$ cat src/rtl/core/accel_six_side_calibration_defines.svh
// assertion macros for the six side calibration block
`ifndef ACCEL_SIX_SIDE_CALIBRATION_DEFINES_SVH
`define ACCEL_SIX_SIDE_CALIBRATION_DEFINES_SVH

// implication checked on every rising clock edge outside reset
`define ASC_ASSERT_IMP(label, clk, rst, ante, cons) \
   label: assert property (@(posedge clk) disable iff (rst) (ante) |-> (cons)) \
      else $error("assertion failed");

// next-cycle implication checked outside reset
`define ASC_ASSERT_NEXT(label, clk, rst, ante, cons) \
   label: assert property (@(posedge clk) disable iff (rst) (ante) |=> (cons)) \
      else $error("assertion failed");

`endif

$ cat src/rtl/core/asc_pkg.sv
// ----------------------------------------------------------------------------
// asc_pkg
// shared types and constants of the six side calibration block
// ----------------------------------------------------------------------------
`default_nettype none
package asc_pkg;

   typedef enum logic [2:0] {
      PH_IDLE     = 3'd0,
      PH_STARTED  = 3'd1,
      PH_REST     = 3'd2,
      PH_SAMPLING = 3'd3,
      PH_FINISHED = 3'd4
   } phase_type;

   typedef enum logic [1:0] {
      KIND_SAMPLE = 2'd0,
      KIND_START  = 2'd1,
      KIND_CANCEL = 2'd2
   } kind_type;

   typedef enum logic [2:0] {
      ST_IDLE,
      ST_EVAL,
      ST_DIVIDE,
      ST_RESPOND
   } ctrl_state_type;

   localparam logic [0:0] CSR_MIN_SAMPLES  = 1'b0;
   localparam logic [0:0] CSR_MIN_DWELL_MS = 1'b1;

   localparam int CSR_DATA_BITS = 20;
   localparam logic [19:0] MIN_SAMPLES_RESET = 20'd50;
   localparam logic [15:0] MIN_DWELL_RESET   = 16'd1000;

   // commands from controller to datapath
   typedef struct packed {
      logic load;
      logic eval;
      logic div_start;
      logic finish;
   } cmd_type;

   // status from datapath to controller
   typedef struct packed {
      logic need_div;
      logic div_done;
   } status_type;

endpackage
`default_nettype wire

$ cat src/rtl/core/accel_six_side_calibration.sv
// sequence: a request is loaded in ST_IDLE, evaluated in ST_EVAL and answered from ST_RESPOND;
// when a side completes, its mean first goes through the bit-serial divider in ST_DIVIDE
// one item at a time: the next request is taken only after the response transfers
// reset: synchronous active high, clears all calibration state, sets min_samples
// to 50 and min_dwell_ms to 1000
// ----------------------------------------------------------------------------
// accel_six_side_calibration
// six orientation accelerometer calibration sequencer
// ----------------------------------------------------------------------------
`default_nettype none
`include "accel_six_side_calibration_defines.svh"
module accel_six_side_calibration #(
   parameter int COUNT_BITS  = 20,
   parameter int SAMPLE_BITS = 16
) (
   input  wire logic                          clock,
   input  wire logic                          reset,
   input  wire logic                          csr_write,
   input  wire logic                          csr_index,
   input  wire logic [19:0]                   csr_data,
   input  wire logic                          req_valid,
   output logic                               req_ready,
   input  wire logic [1:0]                    req_kind,
   input  wire logic signed [SAMPLE_BITS-1:0] req_accel_x,
   input  wire logic signed [SAMPLE_BITS-1:0] req_accel_y,
   input  wire logic signed [SAMPLE_BITS-1:0] req_accel_z,
   input  wire logic [31:0]                   req_time_ms,
   output logic                               rsp_valid,
   input  wire logic                          rsp_ready,
   output logic [2:0]                         rsp_phase,
   output logic [5:0]                         rsp_sides_done,
   output logic                               rsp_done_res,
   output logic signed [SAMPLE_BITS-1:0]      rsp_min_x,
   output logic signed [SAMPLE_BITS-1:0]      rsp_max_x,
   output logic signed [SAMPLE_BITS-1:0]      rsp_min_y,
   output logic signed [SAMPLE_BITS-1:0]      rsp_max_y,
   output logic signed [SAMPLE_BITS-1:0]      rsp_min_z,
   output logic signed [SAMPLE_BITS-1:0]      rsp_max_z
);

   asc_pkg::cmd_type    cmd;
   asc_pkg::status_type status;

   asc_ctrl u_ctrl (
      .clock     (clock),
      .reset     (reset),
      .req_valid (req_valid),
      .req_ready (req_ready),
      .rsp_valid (rsp_valid),
      .rsp_ready (rsp_ready),
      .cmd       (cmd),
      .status    (status)
   );

   asc_datapath #(
      .COUNT_BITS  (COUNT_BITS),
      .SAMPLE_BITS (SAMPLE_BITS)
   ) u_datapath (
      .clock          (clock),
      .reset          (reset),
      .cmd            (cmd),
      .status         (status),
      .csr_write      (csr_write),
      .csr_index      (csr_index),
      .csr_data       (csr_data),
      .req_kind       (req_kind),
      .req_accel_x    (req_accel_x),
      .req_accel_y    (req_accel_y),
      .req_accel_z    (req_accel_z),
      .req_time_ms    (req_time_ms),
      .rsp_phase      (rsp_phase),
      .rsp_sides_done (rsp_sides_done),
      .rsp_done_res   (rsp_done_res),
      .rsp_min_x      (rsp_min_x),
      .rsp_max_x      (rsp_max_x),
      .rsp_min_y      (rsp_min_y),
      .rsp_max_y      (rsp_max_y),
      .rsp_min_z      (rsp_min_z),
      .rsp_max_z      (rsp_max_z)
   );

   // no new transfer while a response is pending
   `ASC_ASSERT_IMP(a_ready_excl, clock, reset, rsp_valid, !req_ready)
   // no request is accepted back to back with another
   `ASC_ASSERT_NEXT(a_accept_busy, clock, reset, req_valid && req_ready, !req_ready)
   // done flag agrees with phase
   `ASC_ASSERT_IMP(a_done_phase, clock, reset, rsp_valid, rsp_done_res == (rsp_phase == asc_pkg::PH_IDLE || rsp_phase == asc_pkg::PH_FINISHED))

endmodule
`default_nettype wire

$ cat src/rtl/core/asc_ctrl.sv
// ----------------------------------------------------------------------------
// asc_ctrl
// controller sequencing load, evaluation, mean division and response
// ----------------------------------------------------------------------------
`default_nettype none
module asc_ctrl (
   input  wire logic                   clock,
   input  wire logic                   reset,
   input  wire logic                   req_valid,
   output logic                        req_ready,
   output logic                        rsp_valid,
   input  wire logic                   rsp_ready,
   output asc_pkg::cmd_type            cmd,
   input  wire asc_pkg::status_type    status
);

   asc_pkg::ctrl_state_type state_ff, state_in;

   always_ff @(posedge clock) begin
      if (reset) begin
         state_ff <= asc_pkg::ST_IDLE;
      end else begin
         state_ff <= state_in;
      end
   end

   always_comb begin
      state_in  = state_ff;
      req_ready = 1'b0;
      rsp_valid = 1'b0;
      cmd       = '0;
      unique case (state_ff)
         asc_pkg::ST_IDLE: begin
            req_ready = 1'b1;
            if (req_valid) begin
               cmd.load = 1'b1;
               state_in = asc_pkg::ST_EVAL;
            end
         end
         asc_pkg::ST_EVAL: begin
            if (status.need_div) begin
               cmd.div_start = 1'b1;
               state_in      = asc_pkg::ST_DIVIDE;
            end else begin
               cmd.eval = 1'b1;
               state_in = asc_pkg::ST_RESPOND;
            end
         end
         asc_pkg::ST_DIVIDE: begin
            if (status.div_done) begin
               cmd.finish = 1'b1;
               state_in   = asc_pkg::ST_RESPOND;
            end
         end
         asc_pkg::ST_RESPOND: begin
            rsp_valid = 1'b1;
            if (rsp_ready) begin
               state_in = asc_pkg::ST_IDLE;
            end
         end
         default: state_in = asc_pkg::ST_IDLE;
      endcase
   end

endmodule
`default_nettype wire

$ cat src/rtl/core/asc_datapath.sv
// ----------------------------------------------------------------------------
// asc_datapath
// calibration state, side classing, accumulation and serial mean divider
// ----------------------------------------------------------------------------
`default_nettype none
module asc_datapath #(
   parameter int COUNT_BITS  = 20,
   parameter int SAMPLE_BITS = 16
) (
   input  wire logic                          clock,
   input  wire logic                          reset,
   input  wire asc_pkg::cmd_type              cmd,
   output asc_pkg::status_type                status,
   input  wire logic                          csr_write,
   input  wire logic                          csr_index,
   input  wire logic [19:0]                   csr_data,
   input  wire logic [1:0]                    req_kind,
   input  wire logic signed [SAMPLE_BITS-1:0] req_accel_x,
   input  wire logic signed [SAMPLE_BITS-1:0] req_accel_y,
   input  wire logic signed [SAMPLE_BITS-1:0] req_accel_z,
   input  wire logic [31:0]                   req_time_ms,
   output logic [2:0]                         rsp_phase,
   output logic [5:0]                         rsp_sides_done,
   output logic                               rsp_done_res,
   output logic signed [SAMPLE_BITS-1:0]      rsp_min_x,
   output logic signed [SAMPLE_BITS-1:0]      rsp_max_x,
   output logic signed [SAMPLE_BITS-1:0]      rsp_min_y,
   output logic signed [SAMPLE_BITS-1:0]      rsp_max_y,
   output logic signed [SAMPLE_BITS-1:0]      rsp_min_z,
   output logic signed [SAMPLE_BITS-1:0]      rsp_max_z
);

   localparam int SUM_BITS = SAMPLE_BITS + COUNT_BITS;
   localparam int MAG_BITS = SUM_BITS;
   localparam int STEP_BITS = $clog2(MAG_BITS + 1);
   localparam logic [COUNT_BITS-1:0] COUNT_MAX = {COUNT_BITS{1'b1}};

   logic [19:0] min_samples_ff;
   logic [15:0] min_dwell_ff;

   logic [1:0]                    kind_ff;
   logic signed [SAMPLE_BITS-1:0] ax_ff [3];
   logic [31:0]                   now_ff;

   asc_pkg::phase_type   phase_ff, phase_in;
   logic [2:0]           side_ff, side_in;
   logic [5:0]           mask_ff, mask_in;
   logic [31:0]          start_ff, start_in;
   logic [COUNT_BITS-1:0] count_ff, count_in;
   logic signed [SUM_BITS-1:0] sum_ff [3];
   logic signed [SUM_BITS-1:0] sum_in [3];
   logic signed [SAMPLE_BITS-1:0] mins_ff [3];
   logic signed [SAMPLE_BITS-1:0] maxs_ff [3];

   logic [MAG_BITS-1:0]   quo_ff, rem_ff;
   logic [COUNT_BITS-1:0] divisor_ff;
   logic [STEP_BITS-1:0]  step_ff;
   logic                  neg_ff;
   logic [1:0]            div_axis_ff;
   logic                  div_max_ff;
   logic                  div_busy_ff;

   // configuration
   always_ff @(posedge clock) begin
      if (reset) begin
         min_samples_ff <= asc_pkg::MIN_SAMPLES_RESET;
         min_dwell_ff   <= asc_pkg::MIN_DWELL_RESET;
      end else if (csr_write) begin
         unique case (csr_index)
            asc_pkg::CSR_MIN_SAMPLES:  min_samples_ff <= csr_data;
            asc_pkg::CSR_MIN_DWELL_MS: min_dwell_ff   <= csr_data[15:0];
            default: ;
         endcase
      end
   end

   // input capture
   always_ff @(posedge clock) begin
      if (cmd.load) begin
         kind_ff  <= req_kind;
         ax_ff[0] <= req_accel_x;
         ax_ff[1] <= req_accel_y;
         ax_ff[2] <= req_accel_z;
         now_ff   <= req_time_ms;
      end
   end

   // side classing
   logic [SAMPLE_BITS:0] mag [3];
   logic [1:0]           best;
   logic [SAMPLE_BITS:0] best_mag;
   logic [SAMPLE_BITS+2:0] mag_sum;
   logic [2:0]           cls;
   always_comb begin
      for (int i = 0; i < 3; i++) begin
         mag[i] = ax_ff[i][SAMPLE_BITS-1]
                ? (SAMPLE_BITS+1)'(-$signed({ax_ff[i][SAMPLE_BITS-1], ax_ff[i]}))
                : {1'b0, ax_ff[i]};
      end
      best = 2'd0;
      best_mag = mag[0];
      if (mag[1] > best_mag) begin
         best = 2'd1;
         best_mag = mag[1];
      end
      if (mag[2] > best_mag) begin
         best = 2'd2;
         best_mag = mag[2];
      end
      mag_sum = (SAMPLE_BITS+3)'(mag[0]) + (SAMPLE_BITS+3)'(mag[1])
              + (SAMPLE_BITS+3)'(mag[2]);
      cls = 3'd0;
      if ({1'b0, best_mag, 1'b0} > mag_sum) begin
         cls = {best, 1'b0} + ((ax_ff[best] > 0) ? 3'd2 : 3'd1);
      end
   end

   // next state for one item (without division)
   logic        add_ok;
   logic [COUNT_BITS-1:0] count_add;
   logic signed [SUM_BITS-1:0] sum_add [3];
   logic        enough;
   logic [31:0] elapsed;
   asc_pkg::phase_type target;
   logic        do_enter;
   logic        need_div;
   logic [5:0]  mask_set;
   always_comb begin
      add_ok    = (count_ff != COUNT_MAX);
      count_add = add_ok ? count_ff + 1'b1 : count_ff;
      for (int i = 0; i < 3; i++)
         sum_add[i] = add_ok ? sum_ff[i] + SUM_BITS'(ax_ff[i]) : sum_ff[i];
      elapsed   = now_ff - start_ff;
      enough    = (32'(count_add) >= 32'(min_samples_ff)) && (elapsed >= 32'(min_dwell_ff));
      mask_set  = mask_ff | (6'd1 << (cls - 3'd1));
      target    = phase_ff;
      do_enter  = 1'b0;
      need_div  = 1'b0;
      count_in  = count_ff;
      side_in   = side_ff;
      mask_in   = mask_ff;
      for (int i = 0; i < 3; i++) sum_in[i] = sum_ff[i];
      case (kind_ff)
         asc_pkg::KIND_START: begin
            target = asc_pkg::PH_STARTED;
            do_enter = 1'b1;
         end
         asc_pkg::KIND_CANCEL: begin
            target = asc_pkg::PH_IDLE;
            do_enter = 1'b1;
         end
         asc_pkg::KIND_SAMPLE: begin
            case (phase_ff)
               asc_pkg::PH_STARTED: begin
                  target = asc_pkg::PH_REST;
                  do_enter = 1'b1;
               end
               asc_pkg::PH_REST: begin
                  if (side_ff == 3'd0) begin
                     side_in = cls;
                  end else if (side_ff == cls) begin
                     count_in = count_add;
                     for (int i = 0; i < 3; i++) sum_in[i] = sum_add[i];
                     if (enough) begin
                        target = asc_pkg::PH_SAMPLING;
                        do_enter = 1'b1;
                     end
                  end else begin
                     target = asc_pkg::PH_STARTED;
                     do_enter = 1'b1;
                  end
               end
               asc_pkg::PH_SAMPLING: begin
                  if (cls != 3'd0 && side_ff == cls) begin
                     count_in = count_add;
                     for (int i = 0; i < 3; i++) sum_in[i] = sum_add[i];
                     if (enough) begin
                        need_div = 1'b1;
                        mask_in  = mask_set;
                        target   = (mask_set == 6'h3f) ? asc_pkg::PH_FINISHED
                                                       : asc_pkg::PH_STARTED;
                        do_enter = 1'b1;
                     end
                  end else begin
                     target = asc_pkg::PH_STARTED;
                     do_enter = 1'b1;
                  end
               end
               asc_pkg::PH_IDLE, asc_pkg::PH_FINISHED: ;
               default: begin
                  target = asc_pkg::PH_IDLE;
                  do_enter = 1'b1;
               end
            endcase
         end
         default: ;
      endcase
      if (do_enter && target == phase_ff) do_enter = 1'b0;
      phase_in = phase_ff;
      start_in = start_ff;
      if (do_enter) begin
         phase_in = target;
         start_in = (target == asc_pkg::PH_IDLE) ? 32'd0 : now_ff;
         unique case (target)
            asc_pkg::PH_IDLE: begin
               count_in = '0;
               for (int i = 0; i < 3; i++) sum_in[i] = '0;
               mask_in = 6'd0;
            end
            asc_pkg::PH_STARTED, asc_pkg::PH_REST: begin
               count_in = '0;
               for (int i = 0; i < 3; i++) sum_in[i] = '0;
               side_in = 3'd0;
            end
            asc_pkg::PH_SAMPLING: begin
               count_in = '0;
               for (int i = 0; i < 3; i++) sum_in[i] = '0;
            end
            default: side_in = 3'd0;
         endcase
      end
   end

   assign status.need_div = need_div;
   assign status.div_done = div_busy_ff && (step_ff == '0);

   // state update; on division the accumulators are sampled by the divider first
   logic [1:0] div_axis;
   logic       clear_ext;
   assign div_axis  = 2'((cls - 3'd1) >> 1);
   assign clear_ext = do_enter && (target == asc_pkg::PH_IDLE);

   logic signed [SUM_BITS-1:0] dividend;
   assign dividend = sum_add[div_axis];

   always_ff @(posedge clock) begin
      if (reset) begin
         phase_ff <= asc_pkg::PH_IDLE;
         side_ff  <= 3'd0;
         mask_ff  <= 6'd0;
         start_ff <= 32'd0;
         count_ff <= '0;
         for (int i = 0; i < 3; i++) begin
            sum_ff[i]  <= '0;
            mins_ff[i] <= '0;
            maxs_ff[i] <= '0;
         end
      end else if (cmd.eval || cmd.div_start) begin
         phase_ff <= phase_in;
         side_ff  <= side_in;
         mask_ff  <= mask_in;
         start_ff <= start_in;
         count_ff <= count_in;
         for (int i = 0; i < 3; i++) sum_ff[i] <= sum_in[i];
         if (clear_ext) begin
            for (int i = 0; i < 3; i++) begin
               mins_ff[i] <= '0;
               maxs_ff[i] <= '0;
            end
         end
      end else if (cmd.finish) begin
         if (div_max_ff)
            maxs_ff[div_axis_ff] <= neg_ff ? SAMPLE_BITS'(-quo_ff) : SAMPLE_BITS'(quo_ff);
         else
            mins_ff[div_axis_ff] <= neg_ff ? SAMPLE_BITS'(-quo_ff) : SAMPLE_BITS'(quo_ff);
      end
   end

   // restoring divider, one quotient bit per cycle
   logic [MAG_BITS:0] trial;
   assign trial = {rem_ff, quo_ff[MAG_BITS-1]} - (MAG_BITS+1)'(divisor_ff);

   always_ff @(posedge clock) begin
      if (reset) begin
         div_busy_ff <= 1'b0;
         step_ff     <= '0;
      end else if (cmd.div_start) begin
         div_busy_ff <= 1'b1;
         step_ff     <= STEP_BITS'(MAG_BITS);
         neg_ff      <= dividend[SUM_BITS-1];
         quo_ff      <= dividend[SUM_BITS-1] ? MAG_BITS'(-dividend) : MAG_BITS'(dividend);
         rem_ff      <= '0;
         divisor_ff  <= count_add;
         div_axis_ff <= div_axis;
         div_max_ff  <= ~cls[0];
      end else if (div_busy_ff) begin
         if (step_ff == '0) begin
            div_busy_ff <= 1'b0;
         end else begin
            step_ff <= step_ff - 1'b1;
            if (!trial[MAG_BITS]) begin
               rem_ff <= trial[MAG_BITS-1:0];
               quo_ff <= {quo_ff[MAG_BITS-2:0], 1'b1};
            end else begin
               rem_ff <= {rem_ff[MAG_BITS-2:0], quo_ff[MAG_BITS-1]};
               quo_ff <= {quo_ff[MAG_BITS-2:0], 1'b0};
            end
         end
      end
   end

   assign rsp_phase      = phase_ff;
   assign rsp_sides_done = mask_ff;
   assign rsp_done_res   = (phase_ff == asc_pkg::PH_IDLE) || (phase_ff == asc_pkg::PH_FINISHED);
   assign rsp_min_x      = mins_ff[0];
   assign rsp_max_x      = maxs_ff[0];
   assign rsp_min_y      = mins_ff[1];
   assign rsp_max_y      = maxs_ff[1];
   assign rsp_min_z      = mins_ff[2];
   assign rsp_max_z      = maxs_ff[2];

endmodule
`default_nettype wire
$ cat config.mk
export PLATFORM = sky130hd
export DESIGN_NAME = accel_six_side_calibration
export DESIGN_NICKNAME = d
export VERILOG_FILES = /design/src/rtl/core/asc_pkg.sv /design/src/rtl/core/accel_six_side_calibration.sv /design/src/rtl/core/asc_ctrl.sv /design/src/rtl/core/asc_datapath.sv
export VERILOG_INCLUDE_DIRS = /design/src /design/src/rtl/core
export SDC_FILE = /design/constraint.sdc
export NUM_CORES = 2
export LEC_CHECK = 0
export BUFFER_PORTS_ARGS = -buffer_cell sky130_fd_sc_hd__buf_2
export CORE_MARGIN = 2
export CORE_UTILIZATION = 50
export DETAILED_ROUTE_END_ITERATION = 6
export PLACE_DENSITY_LB_ADDON = 0.05
export SLEW_MARGIN = 30
export SYNTH_ARGS = -nofsm -noshare
export SYNTH_HDL_FRONTEND = slang
export SYNTH_SLANG_ARGS = --single-unit
export TNS_END_PERCENT = 1
$ cat constraint.sdc
create_clock -name clock -period 13.25 [get_ports clock]
set_input_delay 0 -clock clock [delete_from_list [all_inputs] [get_ports clock]]
set_output_delay 0 -clock clock [all_outputs]
set_load 0.01 [all_outputs]
; ---- Yosys cells after proc, flatten, opt, wreduce, memory -nomap -nowiden
; Memories as Yosys holds them, arrays and structs flattened.
; Cells that the tools add are included.
[word_totals]
in_bits = 108
register_bits = 240
mem_bits_rw = 252
n_memories = 4
wordCells = 237
[mem_list]
columns = name, depth, width, rd, rd_ports_with_merged_regs, wr, line
row1 = u_datapath.sum_ff, 3, 36, 3, 0, 3, asc_datapath.sv:50  ; logic signed [SUM_BITS-1:0] sum_ff [3];
row2 = u_datapath.ax_ff, 3, 16, 4, 0, 3, asc_datapath.sv:42  ; logic signed [SAMPLE_BITS-1:0] ax_ff [3];
row3 = u_datapath.maxs_ff, 3, 16, 3, 0, 3, asc_datapath.sv:53  ; logic signed [SAMPLE_BITS-1:0] maxs_ff [3];
row4 = u_datapath.mins_ff, 3, 16, 3, 0, 3, asc_datapath.sv:52  ; logic signed [SAMPLE_BITS-1:0] mins_ff [3];
[op_classes]
n_lt_le_gt_ge = 7
addsub = 16
n_mux = 125
shifts = 1
reduce_logical = 30
n_bitwise = 15
eq_ne = 20
[ops]
columns = operator, count
row1 = $mux 108, 6
row2 = $mux 36, 15
row3 = $pmux 108 s2, 1
row4 = $mux 16, 9
row5 = $mux 20, 7
row6 = $add 36x16->36, 3
row7 = $mux 17, 5
row8 = $bmux 36 s2, 1
row9 = $mux 6, 9
row10 = $neg 16->17, 3
row11 = $mux 1, 45
row12 = $mux 3, 15
row13 = $pmux 20 s2, 1
row14 = $sub 37x20->37, 1
row15 = $neg 36->36, 1
row16 = $gt 17x17->1, 2
row17 = $ge 32x16->1, 1
row18 = $mux 32, 1
row19 = $reduce_or 16->1, 2
row20 = $sub 32x32->32, 1
row21 = $pmux 3 s4, 2
row22 = $add 20x1->20 const B, 1
row23 = $ge 20x20->1, 1
row24 = $ne 20x20->1 const B, 1
row25 = other kinds (38), 80

; ---- Longest topological paths before layout
; An unclocked memory read counts as a cell.
[depth]
word_depth = 31
mapped_depth = 55

; ---- Hierarchy
; From an unflattened synthesis, not the netlist that was laid out.
[hier_totals]
cells_unflattened = 4017
hier_area_um2 = 36238.5
[modules_own_cells]
columns = mod, area_each_um2, cells_per_inst, n_inst
row1 = asc_datapath, 36029.6, 3993, 1
row2 = asc_ctrl, 209.0, 24, 1

; ---- Worst setup path before layout
; OpenSTA, ideal clock, no wires.
[synth_path]
path_type = reg2reg
from = mem u_datapath.ax_ff[0][1]
to = reg u_datapath.quo_ff[0], enable pin
path_slack_ns = 0.874
stages_incl_launch_ff = 41
arrival_time_ns = 11.850
period_less_slack_ns = 12.376
required_time_ns = 12.724
path_cell_list = edfxtp_1 or4_1 or2_2 o41ai_1 xor2_1 inv_1 ha_1 or4_1 or4_1 nand2b_1 o21ai_2 buf_6 buf_2 mux2i_1 ha_1 a211o_1 o311ai_0 a21oi_1 (+5 left out) nand2_1 o21ai_0 o211ai_1 o2bb2ai_1 a31oi_1 nand3_1 nor2_1 inv_1 ha_1 ha_1 and2b_1 buf_4 nand2_1 nor2_1 nand2_1 clkbuf_1 clkbuf_1 a21oi_1
[synth_lines]
columns = item, line
row1 = start: declaration, asc_datapath.sv:42
row2 = end signal: assignment, asc_datapath.sv:281  ; quo_ff <= dividend[SUM_BITS-1] ? MAG_BITS'(-dividend) : MAG_BITS'(dividend);
row3 = end signal: assignment, asc_datapath.sv:293  ; quo_ff <= {quo_ff[MAG_BITS-2:0], 1'b1};
row4 = end signal: assignment, asc_datapath.sv:296  ; quo_ff <= {quo_ff[MAG_BITS-2:0], 1'b0};
row5 = end: declaration, asc_datapath.sv:55  ; logic [MAG_BITS-1:0] quo_ff, rem_ff;

==> results.cfg <==
[detailed_routing]
drt_iter0_drc = 2554
vias = 31500
antenna_left = 0
drt-pass1-iter-count = 5
remaining_drc_errors = 0
wl_per_cell_um = 20.5
vias_per_cell = 5.92
wl_um = 109000

[sta]
fin_setup_tns_ns = 0
final.period_utilization = 0.921
slew_headroom = 0.339
post-route-min-period_ns = 12.20
worstMarginPinSlew_ns = 0.983
timing.fmax_mhz = 82.0
rsz0062_at_grt = false
skew_ns = 0.0230
final-setup-viol-count = 0
finalMaxSlewViolations = 0
finalHoldViolCount = 0

[setup_path]
crit_cells = 45
arrival_ns = 12.39
slowest_stage = nand2_1
crit_family = simple AND/OR/NAND/NOR gates
crit_path_start_kind = flop
path_class = flop to flop
max_stage_delay_ns = 0.66
cpMostUsedCell = ha_1
critPathBufInv = 6
reg2reg_to = u_datapath.maxs_ff[0][3]
cp_max_fo = 40
r2r_setup_slack_ns = 1.05
r2r_cells = 45
setup.worst_path.end_class = flop
r2r_start = u_datapath.ax_ff[0][0]
cp_data_required_time_ns = 13.44

[clock_network]
cts_sinks = 491
clk_pin_slew_ns = 0.07
htreeDepth = 2
worstSkewPairLatency_ns = 0.64
cts-root-buf = clkbuf_16
cts_tree = built
cts_made_buffers = 57
ctsLongestPathBuffers = 3

[global_route]
overflow = 0
grt_max_degree = 118
globalRouteTotalUtil = 0.289
grt_pass1_wl_um = 170000
top_usage_layer = met2
met2_usage = 0.479
grt_util_met3 = 0.0352
grtUsageMet1 = 0.389
grt_pass1_vias = 30000
antenna_found_initial = 2

[logic_synthesis]
ys_warn_count = 0
ys_types = 100
synth_area_leaders = edfxtp_1, ha_1, dfxtp_1
synth_top_flop_cell = edfxtp_1
synth_most_common_cell = nand2_1
synthArstFlopShare = 0
synth_area_mm2 = 0.0359
synth_top_cell_area_share = 0.319
syn_avg_cell_area_um2 = 8.90
synth_edf_count = 382
yosysTopAreaCell = edfxtp_1
ys_ff_latch = 491
syn_inst = 4037
synth-seq-area-share = 0.380
synth_common_cells = nand2_1, edfxtp_1, a21oi_1

[min_path]
min_from = req_accel_z[0]
hold_depth = 2
worst_hold_path_type = input port to flop
min_to = u_datapath.ax_ff[2][0]

[final_layout]
drive_gt1_frac = 0.0975
area_delta_synth_final_pct = 14.8
nets = 4740

[floorplanning]
fp.coreArea_mm2 = 0.0712
ios = 216
rows = 98
dieArea_mm2 = 0.0740
die_y_um = 272
start_util = 0.504
die_w_um = 272

[place]
hpwlAfterDp_um = 80000
numPortBuffers = 215
globalplace.congestion = 0.965

[flow_run]
maxCapViolations = 0

[outcome]
outcome = complete, no violations
[timing repair]
item,in CTS,in global routing
setup buffers,0,0
resized for setup,0,5
hold buffers,126,0
endpoints found under the hold margin,124,0
setup endpoints to repair,0,107
[cell families after synthesis]
kind of cell	after synthesis	share of synthesized area
muxes	57	0.0197
buffers and inverters	370	0.0415
other	2	0.000209
xor gates and xnor gates	251	0.0612
and+or+nand+nor	1355	0.173
DFF	491	0.380
AOI/OAI and AO/OA	1204	0.216
adders and majority gates	307	0.108
[sequential cells by signal (all words and copies together) (netlist names), 32 cells and up]
signal and cells:
u_datapath.ax_ff 48, u_datapath.maxs_ff 48, u_datapath.mins_ff 48, u_datapath.now_ff 32
u_datapath.quo_ff 36, u_datapath.rem_ff 36, u_datapath.start_ff 32, u_datapath.sum_ff 108
[layout make-up]
class,instances,area [um^2]
inverter,211,795
clock inverter,30,405
antenna,1,2.50
clock buffer,74,1610
tap,950,1190
multi-input combinational,3182,20900
fill,6459,30000
timing repair buffer,382,2670
sequential,491,13700
[placed cells by master (no fill, tap or decap), drive strengths merged, types with 20 or more instances in the layout]
master | netlist | routed
dlygate4sd3 | 0 | 126
a21o | 101 | 101
dfxtp | 109 | 109
nor3 | 100 | 100
a31oi | 41 | 41
xnor2 | 143 | 143
and2 | 25 | 25
inv | 209 | 216
o211ai | 39 | 39
nand2 | 504 | 504
a22o | 47 | 47
o21ai | 260 | 260
nand4 | 32 | 32
nor2 | 380 | 380
nand2b | 39 | 39
nand3 | 74 | 74
a211oi | 51 | 51
buf | 49 | 256
o31ai | 48 | 48
edfxtp | 382 | 382
nor2b | 33 | 33
a21oi | 377 | 377
xor2 | 108 | 108
or3 | 45 | 45
o21a | 38 | 38
mux2i | 38 | 38
o21bai | 20 | 20
and3 | 39 | 39
clkbuf | 110 | 74
ha | 300 | 300
[metal layers]
layer / up-vias / part of all wire
met5: - / 0
met2: 1035 / 0.47
met4: 0 / 0.037
li1: 15400 / -
met3: 218 / 0.058
met1: 14900 / 0.44
[metrics by stage]
| step | cells | area [um^2] | utilization | setup slack (ns) | hold WS, ns |
|---|---|---|---|---|---|
| 2_1_floorplan | 4043 | 35900 | - | 0.874 | 0.0989 |
| 3_3_place_gp | 5090 | 37900 | 0.532 | 0.744 | 0.176 |
| 3_5_place_dp | 5090 | 37900 | 0.532 | 0.608 | 0.178 |
| 4_1_cts | 5320 | 41200 | 0.578 | 0.567 | 0.0407 |
| 5_1_grt | 5320 | 41200 | 0.579 | 0.000200 | 0.0590 |
| 6_report | 5321 | 41200 | 0.579 | 1.05 | 0.0730 |
[how the worst max path moves through the flow]
stage / from / end / slack (ns)
floorplan: u_datapath.ax_ff[0][1] / u_datapath.quo_ff[0] / 0.87
global placement: u_datapath.ax_ff[0][0] / u_datapath.maxs_ff[2][13] / 0.74
detailed placement: u_datapath.ax_ff[0][0] / u_datapath.maxs_ff[2][13] / 0.61
CTS: u_datapath.ax_ff[0][0] / u_datapath.maxs_ff[2][12] / 0.57
global route: u_datapath.ax_ff[0][0] / u_datapath.mins_ff[0][10] / 0.0002
finish: u_datapath.ax_ff[0][0] / u_datapath.maxs_ff[0][3] / 1.05
Power is not shown: default switching activity piles up to over one toggle a cycle in this logic, so the estimate is an artifact.
